--- config.mk ---
export PLATFORM = sky130hd
export DESIGN_NAME = click_and_flip_gesture_classifier
export DESIGN_NICKNAME = d
export VERILOG_FILES = /design/src/rtl/core/cfgc_pkg.sv /design/src/rtl/core/cfgc_poll.sv /design/src/rtl/core/click_and_flip_gesture_classifier.sv
export SDC_FILE = /design/constraint.sdc
export NUM_CORES = 1
export LEC_CHECK = 0
export ABC_AREA = 1
export BUFFER_PORTS_ARGS = -buffer_cell sky130_fd_sc_hd__buf_2
export CORE_ASPECT_RATIO = 1.75
export CORE_MARGIN = 3
export CORE_UTILIZATION = 30
export CTS_CLUSTER_DIAMETER = 30
export DETAILED_ROUTE_END_ITERATION = 7
export GPL_TIMING_DRIVEN = 0
export SYNTH_ARGS = -nofsm -noshare
export SYNTH_HDL_FRONTEND = slang
export SYNTH_SLANG_ARGS = --single-unit
--- constraint.sdc ---
create_clock -name i_clk -period 3.19 [get_ports i_clk]
set_clock_uncertainty 0.05 [all_clocks]
set_input_delay 0.1595 -clock i_clk [delete_from_list [all_inputs] [get_ports i_clk]]
set_output_delay 0.1595 -clock i_clk [all_outputs]
set_load 0.02 [all_outputs]
--- src/rtl/core/cfgc_pkg.sv ---
package cfgc_pkg;

    typedef enum logic [1:0] {
        CMD_TICK = 2'd0,
        CMD_PIN  = 2'd1,
        CMD_POLL = 2'd2
    } t_cmd;

    typedef enum logic [2:0] {
        ACT_NONE   = 3'd0,
        ACT_SINGLE = 3'd1,
        ACT_DOUBLE = 3'd2,
        ACT_LONG   = 3'd3,
        ACT_LEFT   = 3'd4,
        ACT_RIGHT  = 3'd5,
        ACT_UP     = 3'd6,
        ACT_DOWN   = 3'd7
    } t_action;

    localparam int CFG_IDX_W  = 3;
    localparam int CFG_DATA_W = 16;

    localparam logic [CFG_IDX_W-1:0] REG_DEBOUNCE   = 3'd0;
    localparam logic [CFG_IDX_W-1:0] REG_DBL_PERIOD = 3'd1;
    localparam logic [CFG_IDX_W-1:0] REG_LONG_PERIOD = 3'd2;
    localparam logic [CFG_IDX_W-1:0] REG_GYRO_THR   = 3'd3;
    localparam logic [CFG_IDX_W-1:0] REG_TILT_THR   = 3'd4;

    localparam logic [15:0] RST_DEBOUNCE    = 16'h0800;
    localparam logic [15:0] RST_DBL_PERIOD  = 16'h7FFF;
    localparam logic [15:0] RST_LONG_PERIOD = 16'hFFFF;
    // 40 deg/s in 1/16 deg/s, 0.5 g in 1/4096 g
    localparam logic [14:0] RST_GYRO_THR    = 15'd640;
    localparam logic [14:0] RST_TILT_THR    = 15'd2048;

    typedef struct packed {
        logic    flip;
        t_action act;
        logic    inv_next;
        logic    changed;
    } t_poll_res;

endpackage

--- src/rtl/core/cfgc_poll.sv ---
module cfgc_poll
    import cfgc_pkg::*;
(
    input  logic signed [15:0] i_rate_x,
    input  logic signed [15:0] i_rate_y,
    input  logic signed [15:0] i_tilt_x,
    input  logic [14:0]        i_gyro_thr,
    input  logic [14:0]        i_tilt_thr,
    input  logic               i_inverted,
    output t_poll_res          o_res
);

    logic signed [16:0] gt_pos;
    logic signed [16:0] gt_neg;
    logic signed [16:0] tt_pos;
    logic signed [16:0] tt_neg;
    logic signed [16:0] rx;
    logic signed [16:0] ry;
    logic signed [16:0] tx;

    assign gt_pos = signed'({2'b00, i_gyro_thr});
    assign gt_neg = -gt_pos;
    assign tt_pos = signed'({2'b00, i_tilt_thr});
    assign tt_neg = -tt_pos;
    assign rx     = signed'({i_rate_x[15], i_rate_x});
    assign ry     = signed'({i_rate_y[15], i_rate_y});
    assign tx     = signed'({i_tilt_x[15], i_tilt_x});

    always_comb begin
        o_res.flip     = 1'b1;
        o_res.act      = ACT_NONE;
        o_res.inv_next = i_inverted;
        o_res.changed  = 1'b0;
        // flip directions swap when the display is upside down
        priority if (rx > gt_pos) begin
            o_res.act = i_inverted ? ACT_LEFT : ACT_RIGHT;
        end else if (rx < gt_neg) begin
            o_res.act = i_inverted ? ACT_RIGHT : ACT_LEFT;
        end else if (ry > gt_pos) begin
            o_res.act = i_inverted ? ACT_DOWN : ACT_UP;
        end else if (ry < gt_neg) begin
            o_res.act = i_inverted ? ACT_UP : ACT_DOWN;
        end else begin
            o_res.flip = 1'b0;
            if (i_inverted && (tx > tt_pos)) begin
                o_res.inv_next = 1'b0;
                o_res.changed  = 1'b1;
            end else if (!i_inverted && (tx < tt_neg)) begin
                o_res.inv_next = 1'b1;
                o_res.changed  = 1'b1;
            end
        end
    end

endmodule

--- src/rtl/core/click_and_flip_gesture_classifier.sv ---
// channel   direction  handshake                  payload
// in        input      i_in_valid / o_in_ready    i_command i_pin_level i_rate_x i_rate_y
//                                                 i_tilt_x
// out       output     o_out_valid / i_out_ready  o_action o_inverted o_orientation_changed
// cfg       input      i_cfg_we                   i_cfg_idx i_cfg_data
//
// one beat in gives one beat out in the next cycle; a beat can enter every cycle unless a result is stalled
// the rate is set by the single result register, which is refilled when taken
// state and result are computed in one pass of compares and 16-bit increments
// reset is synchronous, active low, and restores the default register values
// a stalled result holds o_in_ready low until i_out_ready takes it
module click_and_flip_gesture_classifier
    import cfgc_pkg::*;
(
    input  logic                  i_clk,
    input  logic                  i_rst_n,
    input  logic                  i_in_valid,
    output logic                  o_in_ready,
    input  logic [1:0]            i_command,
    input  logic                  i_pin_level,
    input  logic signed [15:0]    i_rate_x,
    input  logic signed [15:0]    i_rate_y,
    input  logic signed [15:0]    i_tilt_x,
    output logic                  o_out_valid,
    input  logic                  i_out_ready,
    output logic [2:0]            o_action,
    output logic                  o_inverted,
    output logic                  o_orientation_changed,
    input  logic                  i_cfg_we,
    input  logic [CFG_IDX_W-1:0]  i_cfg_idx,
    input  logic [CFG_DATA_W-1:0] i_cfg_data
);

    logic [15:0] r_debounce;
    logic [15:0] r_dbl_period;
    logic [15:0] r_long_period;
    logic [14:0] r_gyro_thr;
    logic [14:0] r_tilt_thr;

    logic [15:0] r_click_ctr, n_click_ctr;
    logic [15:0] r_hold_ctr, n_hold_ctr;
    logic        r_window_closed, n_window_closed;
    logic        r_hold_elapsed, n_hold_elapsed;
    logic [1:0]  r_pending, n_pending;
    logic        r_inverted, n_inverted;

    logic        r_out_valid;
    t_action     r_action, n_action;
    logic        r_out_inv;
    logic        r_changed, n_changed;

    logic        accept;
    t_poll_res   poll;

    assign o_in_ready = !r_out_valid || i_out_ready;
    assign accept     = i_in_valid && o_in_ready;

    cfgc_poll u_poll (
        .i_rate_x   (i_rate_x),
        .i_rate_y   (i_rate_y),
        .i_tilt_x   (i_tilt_x),
        .i_gyro_thr (r_gyro_thr),
        .i_tilt_thr (r_tilt_thr),
        .i_inverted (r_inverted),
        .o_res      (poll)
    );

    always_comb begin
        n_click_ctr     = r_click_ctr;
        n_hold_ctr      = r_hold_ctr;
        n_window_closed = r_window_closed;
        n_hold_elapsed  = r_hold_elapsed;
        n_pending       = r_pending;
        n_inverted      = r_inverted;
        n_action        = ACT_NONE;
        n_changed       = 1'b0;
        unique case (i_command)
            CMD_TICK: begin
                if (r_click_ctr >= r_dbl_period) begin
                    n_click_ctr     = '0;
                    n_window_closed = 1'b1;
                end else begin
                    n_click_ctr = r_click_ctr + 16'd1;
                end
                if (r_hold_ctr >= r_long_period) begin
                    n_hold_ctr     = '0;
                    n_hold_elapsed = 1'b1;
                end else begin
                    n_hold_ctr = r_hold_ctr + 16'd1;
                end
            end
            CMD_PIN: begin
                if (r_click_ctr > r_debounce) begin
                    if (!i_pin_level) begin
                        if (r_hold_elapsed) begin
                            n_pending = ACT_LONG[1:0];
                        end
                    end else begin
                        n_pending       = r_window_closed ? ACT_SINGLE[1:0] : ACT_DOUBLE[1:0];
                        n_click_ctr     = '0;
                        n_hold_ctr      = '0;
                        n_window_closed = 1'b0;
                        n_hold_elapsed  = 1'b0;
                    end
                end
            end
            CMD_POLL: begin
                if (poll.flip) begin
                    n_action = poll.act;
                end else begin
                    n_inverted = poll.inv_next;
                    n_changed  = poll.changed;
                    n_action   = t_action'({1'b0, r_pending});
                    n_pending  = '0;
                end
            end
            default: begin
            end
        endcase
    end

    always_ff @(posedge i_clk) begin
        if (!i_rst_n) begin
            r_debounce    <= RST_DEBOUNCE;
            r_dbl_period  <= RST_DBL_PERIOD;
            r_long_period <= RST_LONG_PERIOD;
            r_gyro_thr    <= RST_GYRO_THR;
            r_tilt_thr    <= RST_TILT_THR;
        end else if (i_cfg_we) begin
            unique case (i_cfg_idx)
                REG_DEBOUNCE:    r_debounce    <= i_cfg_data;
                REG_DBL_PERIOD:  r_dbl_period  <= i_cfg_data;
                REG_LONG_PERIOD: r_long_period <= i_cfg_data;
                REG_GYRO_THR:    r_gyro_thr    <= i_cfg_data[14:0];
                REG_TILT_THR:    r_tilt_thr    <= i_cfg_data[14:0];
                default: begin
                end
            endcase
        end
    end

    always_ff @(posedge i_clk) begin
        if (!i_rst_n) begin
            r_click_ctr     <= '0;
            r_hold_ctr      <= '0;
            r_window_closed <= 1'b0;
            r_hold_elapsed  <= 1'b0;
            r_pending       <= '0;
            r_inverted      <= 1'b0;
            r_out_valid     <= 1'b0;
        end else begin
            if (accept) begin
                r_click_ctr     <= n_click_ctr;
                r_hold_ctr      <= n_hold_ctr;
                r_window_closed <= n_window_closed;
                r_hold_elapsed  <= n_hold_elapsed;
                r_pending       <= n_pending;
                r_inverted      <= n_inverted;
                r_out_valid     <= 1'b1;
            end else if (i_out_ready) begin
                r_out_valid <= 1'b0;
            end
        end
    end

    // result payload, loaded with each accepted beat
    always_ff @(posedge i_clk) begin
        if (accept) begin
            r_action  <= n_action;
            r_out_inv <= n_inverted;
            r_changed <= n_changed;
        end
    end

    assign o_out_valid           = r_out_valid;
    assign o_action              = r_action;
    assign o_inverted            = r_out_inv;
    assign o_orientation_changed = r_changed;

endmodule

* Word-level counts from Yosys, hierarchy flattened *
Cells that the tools add are included.
Widths: inputs -> output; s select.

cells by class
  add/subtract/negate cells = 4
  $mul = 0
  div/mod/pow operators = 0
  $lt $le $gt $ge = 9
  eq/ne operators = 12
  shift operators = 0
  muxes and demuxes = 41
  bitwise gates (word level) = 1
  reduce and logical (&&, ||, !) cells = 22

operator list
  kind                   count
  $gt 16x16->1           4
  $mux 16                4
  $pmux 16 s2            2
  $lt 16x17->1           3
  $neg 15->17            2
  $add 16x1->16 const B  2
  $ge 16x16->1           2
  $mux 2                 12
  $mux 1                 16
  $reduce_and 5->1       3
  $mux 3                 4
  $reduce_and 2->1       6
  $ne 2x2->1 const B     5
  $eq 3x2->1 const B     2
  $reduce_bool 2->1      3
  $reduce_or 6->1        1
  $pmux 1 s2             2
  $pmux 2 s2             1
  $reduce_and 4->1       1
  $eq 3x1->1 const B     1
  $eq 3x3->1 const B     1
  $logic_and 1x1->1      3
  $logic_not 3->1        1
  $ne 3x3->1 const B     1
  6 further kinds        7

storage, ports and cells
  bits in registers = 121
  bits in latches = 0
  RAM bits = 0
  memory bits (read-only) = 0
  input bits = 75
  output and inout bits = 7
  word-level logic and storage cells = 105
  memories = 0

* Logic depth before layout (Yosys ltp) *
  depth after elaboration = 11
  depth in mapped cells = 26
  gate-level depth less buffers = 26

* Modules after synthesis *
A second synthesis with hierarchy kept.

unflattened totals
  cells, all modules = 1394
  area, all modules = 9476.6 µm²

by module, submodules not included
  module                             instances  cells each  area each (µm²)  sequential area each (µm²)
  click_and_flip_gesture_classifier  1          925         6478.7           2472.4
  cfgc_poll                          1          469         2997.9           0.0

* Worst setup path after synthesis *
Ideal clock, no wire load.

  path type = register to register
  from = reg r_tilt_thr[1]
  to = reg r_out_inv, in the netlist o_inverted (data pin)
  library setup time = 0.252 ns
  data arrival time = 2.653 ns
  data required time = 2.888 ns
  path slack = 0.235 ns
  cell stages (with the launch flop) = 24
  path buffers = 0
  period minus slack after synthesis = 2.955 ns
  cell sequence = dfxtp_1 inv_1 ha_1 nand3_1 nor2_1 nand2_1 nor3_2 nand3_1 nor3_2 nand3_1 xor2_1 ha_1 nand2_1 inv_1 o21ai_0 nand2_1 a21oi_1 nand2_1 nand2_1 nand2_1 nand3_1 nand3_1 nand2_1 inv_1

on the way
  cells in the longest elaborated chain, start to end = 11
  elaborated cells between the ends (all ways) = 13
  classes of those cells = add/sub (1); order compare (2); mux (8); reduce/logical (2)

RTL lines
  item                    line                                      source
  start, declared         click_and_flip_gesture_classifier.sv:38   logic [14:0] r_tilt_thr;
  start signal, assigned  click_and_flip_gesture_classifier.sv:135  REG_TILT_THR: r_tilt_thr <= i_cfg_data[14:0];
  $neg 15->17             cfgc_poll.sv:24                           assign tt_neg = -tt_pos;
  $lt 16x17->1            cfgc_poll.sv:48                           end else if (!i_inverted && (tx < tt_neg)) begin
  $logic_and 1x1->1       cfgc_poll.sv:48
  $mux 2                  cfgc_poll.sv:48
  $mux 2 (*)              cfgc_poll.sv:45                           if (i_inverted && (tx > tt_pos)) begin
  $mux 2 (*)              cfgc_poll.sv:41                           end else if (ry < gt_neg) begin
  $mux 2 (*)              cfgc_poll.sv:39                           end else if (ry > gt_pos) begin
  $mux 2 (*)              cfgc_poll.sv:37                           end else if (rx < gt_neg) begin
  $mux 2 (*)              cfgc_poll.sv:35                           priority if (rx > gt_pos) begin
  $mux 1 (*)              click_and_flip_gesture_classifier.sv:108  if (poll.flip) begin
  $mux 1 (*)              click_and_flip_gesture_classifier.sv:77   unique case (i_command)
  via n_inverted          click_and_flip_gesture_classifier.sv:45   logic r_inverted, n_inverted;
  end signal, assigned    click_and_flip_gesture_classifier.sv:170  r_out_inv <= n_inverted;
  end, declared           click_and_flip_gesture_classifier.sv:49   logic r_out_inv;

Mark *: on every way through the listed nets, which the timed path passes. The rest lies on a longest branch.
A chain may end at the register's enable or synchronous reset.

* Worst setup path after layout *
  from = reg r_gyro_thr[0]
  to = reg r_action[0], in the netlist o_action[0] (data pin)

on the way
  cells in the longest elaborated chain, start to end = 7
  elaborated cells between the ends (all ways) = 14
  classes of those cells = add/sub (1); order compare (4); mux (9)

RTL lines
  item                                     line                                      source
  start, declared                          click_and_flip_gesture_classifier.sv:37   logic [14:0] r_gyro_thr;
  start signal, assigned                   click_and_flip_gesture_classifier.sv:134  REG_GYRO_THR: r_gyro_thr <= i_cfg_data[14:0];
  $neg 15->17                              cfgc_poll.sv:22                           assign gt_neg = -gt_pos;
  $lt 16x17->1                             cfgc_poll.sv:41
  $mux 3 / $mux 1 (equally long branches)  cfgc_poll.sv:41
  $mux 3 / $mux 1 (equally long branches)  cfgc_poll.sv:39
  $mux 3 / $mux 1 (equally long branches)  cfgc_poll.sv:37
  $mux 3 / $mux 1 (equally long branches)  cfgc_poll.sv:35
  $mux 2 (*)                               click_and_flip_gesture_classifier.sv:108
  end signal, assigned                     click_and_flip_gesture_classifier.sv:169  r_action <= n_action;
  end, declared                            click_and_flip_gesture_classifier.sv:48   t_action r_action, n_action;

Mark *: on every way between the ends. The rest lies on a longest branch, timed or not.

==> parameters.txt <==
Parameter                              Value

Status
  Status ... finished, violations left
  Violations in the final reports ... negative setup slack

Routing
  Remaining routing DRC violations ... 0
  Average wire length per cell after detail routing ... 14.8 um
  Routed wire length ... 25600 um
  Sum of met3 wire segment lengths after detailed routing ... 716 um
  Top Metal Used ... met4
  Met1 wire length ... 9200 um
  DR WL met2 ... 14400 um
  Vias per cell ... 4.79
  DR iter-0 viols ... 381
  Post-DRT Antenna Nets ... 0
  First drt pass iteration count ... 5
  Overall via count from detail_route ... 8294

Timing
  Final Critical Period ... 3.37 ns
  Maximum clock rate ... 297 MHz
  Count of final max-slew check failures ... 0
  Hold Slack ... 0.0585 ns
  Unrepaired setup endpoints after global routing ... true
  Slew @ Worst Pin ... 0.638 ns
  Final Hold Violating Endpoints ... 0
  Relative slew margins ... 57.4%
  Endpoints failing setup ... 6
  Final cycle utilization of the critical path ... 106%
  Setup slack after layout ... -0.179 ns

Synth
  Number of warnings printed during yosys synthesis ... 0
  Mapped Cells ... 1217
  Count of state elements after synthesis ... 121
  Ranking of synthesized cells by area ... sky130_fd_sc_hd__dfxtp_1, sky130_fd_sc_hd__ha_1, sky130_fd_sc_hd__nand2_1
  Netlist area before placement ... 0.00886 mm2
  Predominant post-synthesis flop cell ... sky130_fd_sc_hd__dfxtp_1
  Mean area per synthesized cell ... 7.28 um2
  Count of distinct cell types in the synthesized netlist ... 43
  Asr flop ratio synth ... 0%
  Post-synth EDFFs ... 5
  Post-synthesis net count ... 1437
  Dominant cell type by area after synthesis ... sky130_fd_sc_hd__dfxtp_1
  Top cell type's share of synthesized area ... 26.2%
  Register area share after synthesis ... 27.9%

Clocking
  Clock tree from TritonCTS ... yes
  Buffer type at the clock tree root ... sky130_fd_sc_hd__clkbuf_16
  Maximum buffer depth of the clock tree ... 2
  Sink Count ... 121
  H-tree lvl count ... 4
  Number of buffers inserted during clock tree synthesis ... 17
  Worst skew pair latency ... 0.43 ns
  Clock transition at the registers of the reported paths ... 0.06 ns

Min path
  Class of the worst hold path ... in -> reg

Worst setup path
  Kind of start point of the critical path ... flip-flop
  Endpoint class of the critical path ... flip-flop
  Cell at the slowest stage of the critical path ... sky130_fd_sc_hd__dfxtp_4
  Number of buffers and inverters on the critical path ... 3
  Cell breakdown of the critical path ... nor3_4 -> nand2_2 -> nor3_4 -> nand2_1 -> nor2_1 -> inv_1 -> nor2_1 -> nand2_1 -> nor3_2 -> ha_1 -> nand2_4 -> a21oi_2 -> nor2_1 -> nand2_1 -> nor2_4 -> nand2_2 -> nand2_2 -> nand2_4 -> nand2_4 -> nor2_4 -> buf_6 -> buf_4 -> nand2_2 -> nand2_1
  Gate family responsible for the most delay along the worst path ... simple AND/OR/NAND/NOR gates
  Delay of the slowest cell on the worst path ... 0.36 ns
  WS Path Type ... reg -> reg
  Highest net fanout along the worst path ... 5
  Signal arrival time at the worst endpoint ... 3.50 ns
  Critical Path RT ... 3.32 ns
  Worst setup slack for register-to-register paths ... -0.18 ns

Cells and area
  Core utilization of the finished layout ... 37.2%
  Most common cell after layout, fill and taps aside ... sky130_fd_sc_hd__nand2_1
  Layout cells sized above 1 ... 17.3%
  Most used cells in the layout excluding fill and tap cells ... sky130_fd_sc_hd__nand2_1, sky130_fd_sc_hd__inv_1, sky130_fd_sc_hd__ha_1, sky130_fd_sc_hd__a21oi_1, sky130_fd_sc_hd__dfxtp_1
  Filler Cell Count ... 3034
  NumNets Final ... 1562
  Area delta synth->final ... 21.5%
  N_diodes ... 0

Floorplanning
  Rows ... 82
  Initial Util ... 30.6%
  Die width ... 136 um
  Overall die height ... 233 um
  Placeable core region ... 0.0289 mm2
  Overall die area ... 0.0317 mm2
  I/O pin total ... 82

Place
  HPWL after DPL ... 20900 um
  Quantity of I/O buffers inserted on ports ... 81
  Routability-driven placement congestion ratio ... 0.866

Global route
  Pin count of the biggest net entering global routing ... 17
  Congestion Overflow GR ... 0
  Wire length of the first global-routing pass ... 40400 um
  Initial antenna violation count ... 0
  Number of global-route vias before repair ... 8235
  Global router's overall resource usage ... 16.3%

Pwr
  Maximum resistive drop on vdd ... 390 uV
  Leak Pwr ... 5.06 nW
  Power per cell area ... 397 mW/mm2
  Total chip power ... 4.27 mW

Flow run
  MaxCap Viol Count ... 0
## final timing paths
kind / startpoint / cells past startpoint / to
hold / removal: i_cfg_data[1] / 3 / r_dbl_period[1]
setup / recovery: r_gyro_thr[0] / 24 / o_action[0]
setup reg to reg: r_gyro_thr[0] / 24 / o_action[0]
hold reg to reg: r_debounce[12] / 2 / r_debounce[12]
## cell usage after synthesis, types with 4 or more instances
library cell / number
sky130_fd_sc_hd__nand2_1: 277
sky130_fd_sc_hd__inv_1: 150
sky130_fd_sc_hd__ha_1: 145
sky130_fd_sc_hd__a21oi_1: 143
sky130_fd_sc_hd__dfxtp_1: 116
sky130_fd_sc_hd__nor2_1: 71
sky130_fd_sc_hd__o21ai_0: 71
sky130_fd_sc_hd__nand3_1: 40
sky130_fd_sc_hd__o211ai_1: 35
sky130_fd_sc_hd__xor2_1: 32
sky130_fd_sc_hd__clkbuf_1: 24
sky130_fd_sc_hd__nand4_1: 11
sky130_fd_sc_hd__xnor2_1: 11
sky130_fd_sc_hd__nor2_2: 9
sky130_fd_sc_hd__inv_2: 8
sky130_fd_sc_hd__nor3_1: 8
sky130_fd_sc_hd__nor3_2: 8
sky130_fd_sc_hd__edfxtp_1: 5
sky130_fd_sc_hd__nand2_2: 5
sky130_fd_sc_hd__o21a_1: 5
sky130_fd_sc_hd__o21ai_1: 5
sky130_fd_sc_hd__buf_4: 4
## worst reg2reg max path, delay by kind of cell, from the launching register on
family | cells | cell delay, ns
and+or+nand+nor | 19 | 2.04
DFF | 1 | 0.36
buffers and inverters | 3 | 0.32
adders and majority gates | 1 | 0.30
AOI/OAI and AO/OA | 1 | 0.04
## timing repair
action                                 CTS  global route
endpoints found under the hold margin    4             0
hold buffers                             4             0
setup endpoints to repair                8             8
resized for setup                       27            42
pin swaps                               13            35
setup buffers                            8            13
## kinds of logic after synthesis
logic type               Yosys count  synth area share (%)
XOR/XNOR                          43                  4.25
adder cells (fa/ha/maj)          145                  20.5
AND/OR/NAND/NOR                  444                  21.9
flip-flops                       121                  27.9
buffers and inverters            191                  8.40
AO/OA/AOI/OAI                    273                  17.1
## through the flow
step	worst slack, ns	instance area [um2]	instances	TNS, ns
5_1_grt	-0.343	10800	1732	-2.03
3_3_place_gp	-0.415	9740	1676	-2.24
3_5_place_dp	-0.425	9740	1676	-2.38
6_report	-0.179	10800	1732	-0.628
4_1_cts	-0.194	10500	1719	-1.06
2_1_floorplan	0.235	8860	1217	0
## final cells by class
cell class / instances / area (um2) / area share (%)
Multi-Input combinational cell: 905 / 5890 / 54.7
Sequential cell: 121 / 2480 / 23.0
Timing Repair Buffer: 106 / 611 / 5.67
Inverter: 160 / 606 / 5.62
Clock buffer: 22 / 474 / 4.40
Tap cell: 378 / 473 / 4.39
Buffer: 31 / 144 / 1.34
Clock inverter: 9 / 97.6 / 0.906
## report_power, final
| group | internal [mW] | total [mW] | switching, mW |
|---|---|---|---|
| Clock | 1.20 | 1.89 | 0.694 |
| Sequential | 1.57 | 1.59 | 0.0253 |
| Combinational | 0.306 | 0.789 | 0.483 |
## sequential cells by signal (all words and copies together) (netlist names)
register               count
r_tilt_thr                15
r_gyro_thr                15
r_window_closed            1
r_pending                  2
o_inverted                 1
r_debounce                16
r_click_ctr               16
r_long_period             16
o_out_valid                1
r_hold_ctr                16
o_orientation_changed      1
o_action                   3
r_hold_elapsed             1
r_inverted                 1
r_dbl_period              16
## per-layer routing
| metal | vias up | GRT usage [%] |
|---|---|---|
| li1 | 4299 | - |
| met4 | 0 | 7.94 |
| met1 | 3817 | 15.6 |
| met5 | - | 0 |
| met2 | 124 | 33.0 |
| met3 | 54 | 2.35 |
(Power assumes the default switching activity.)
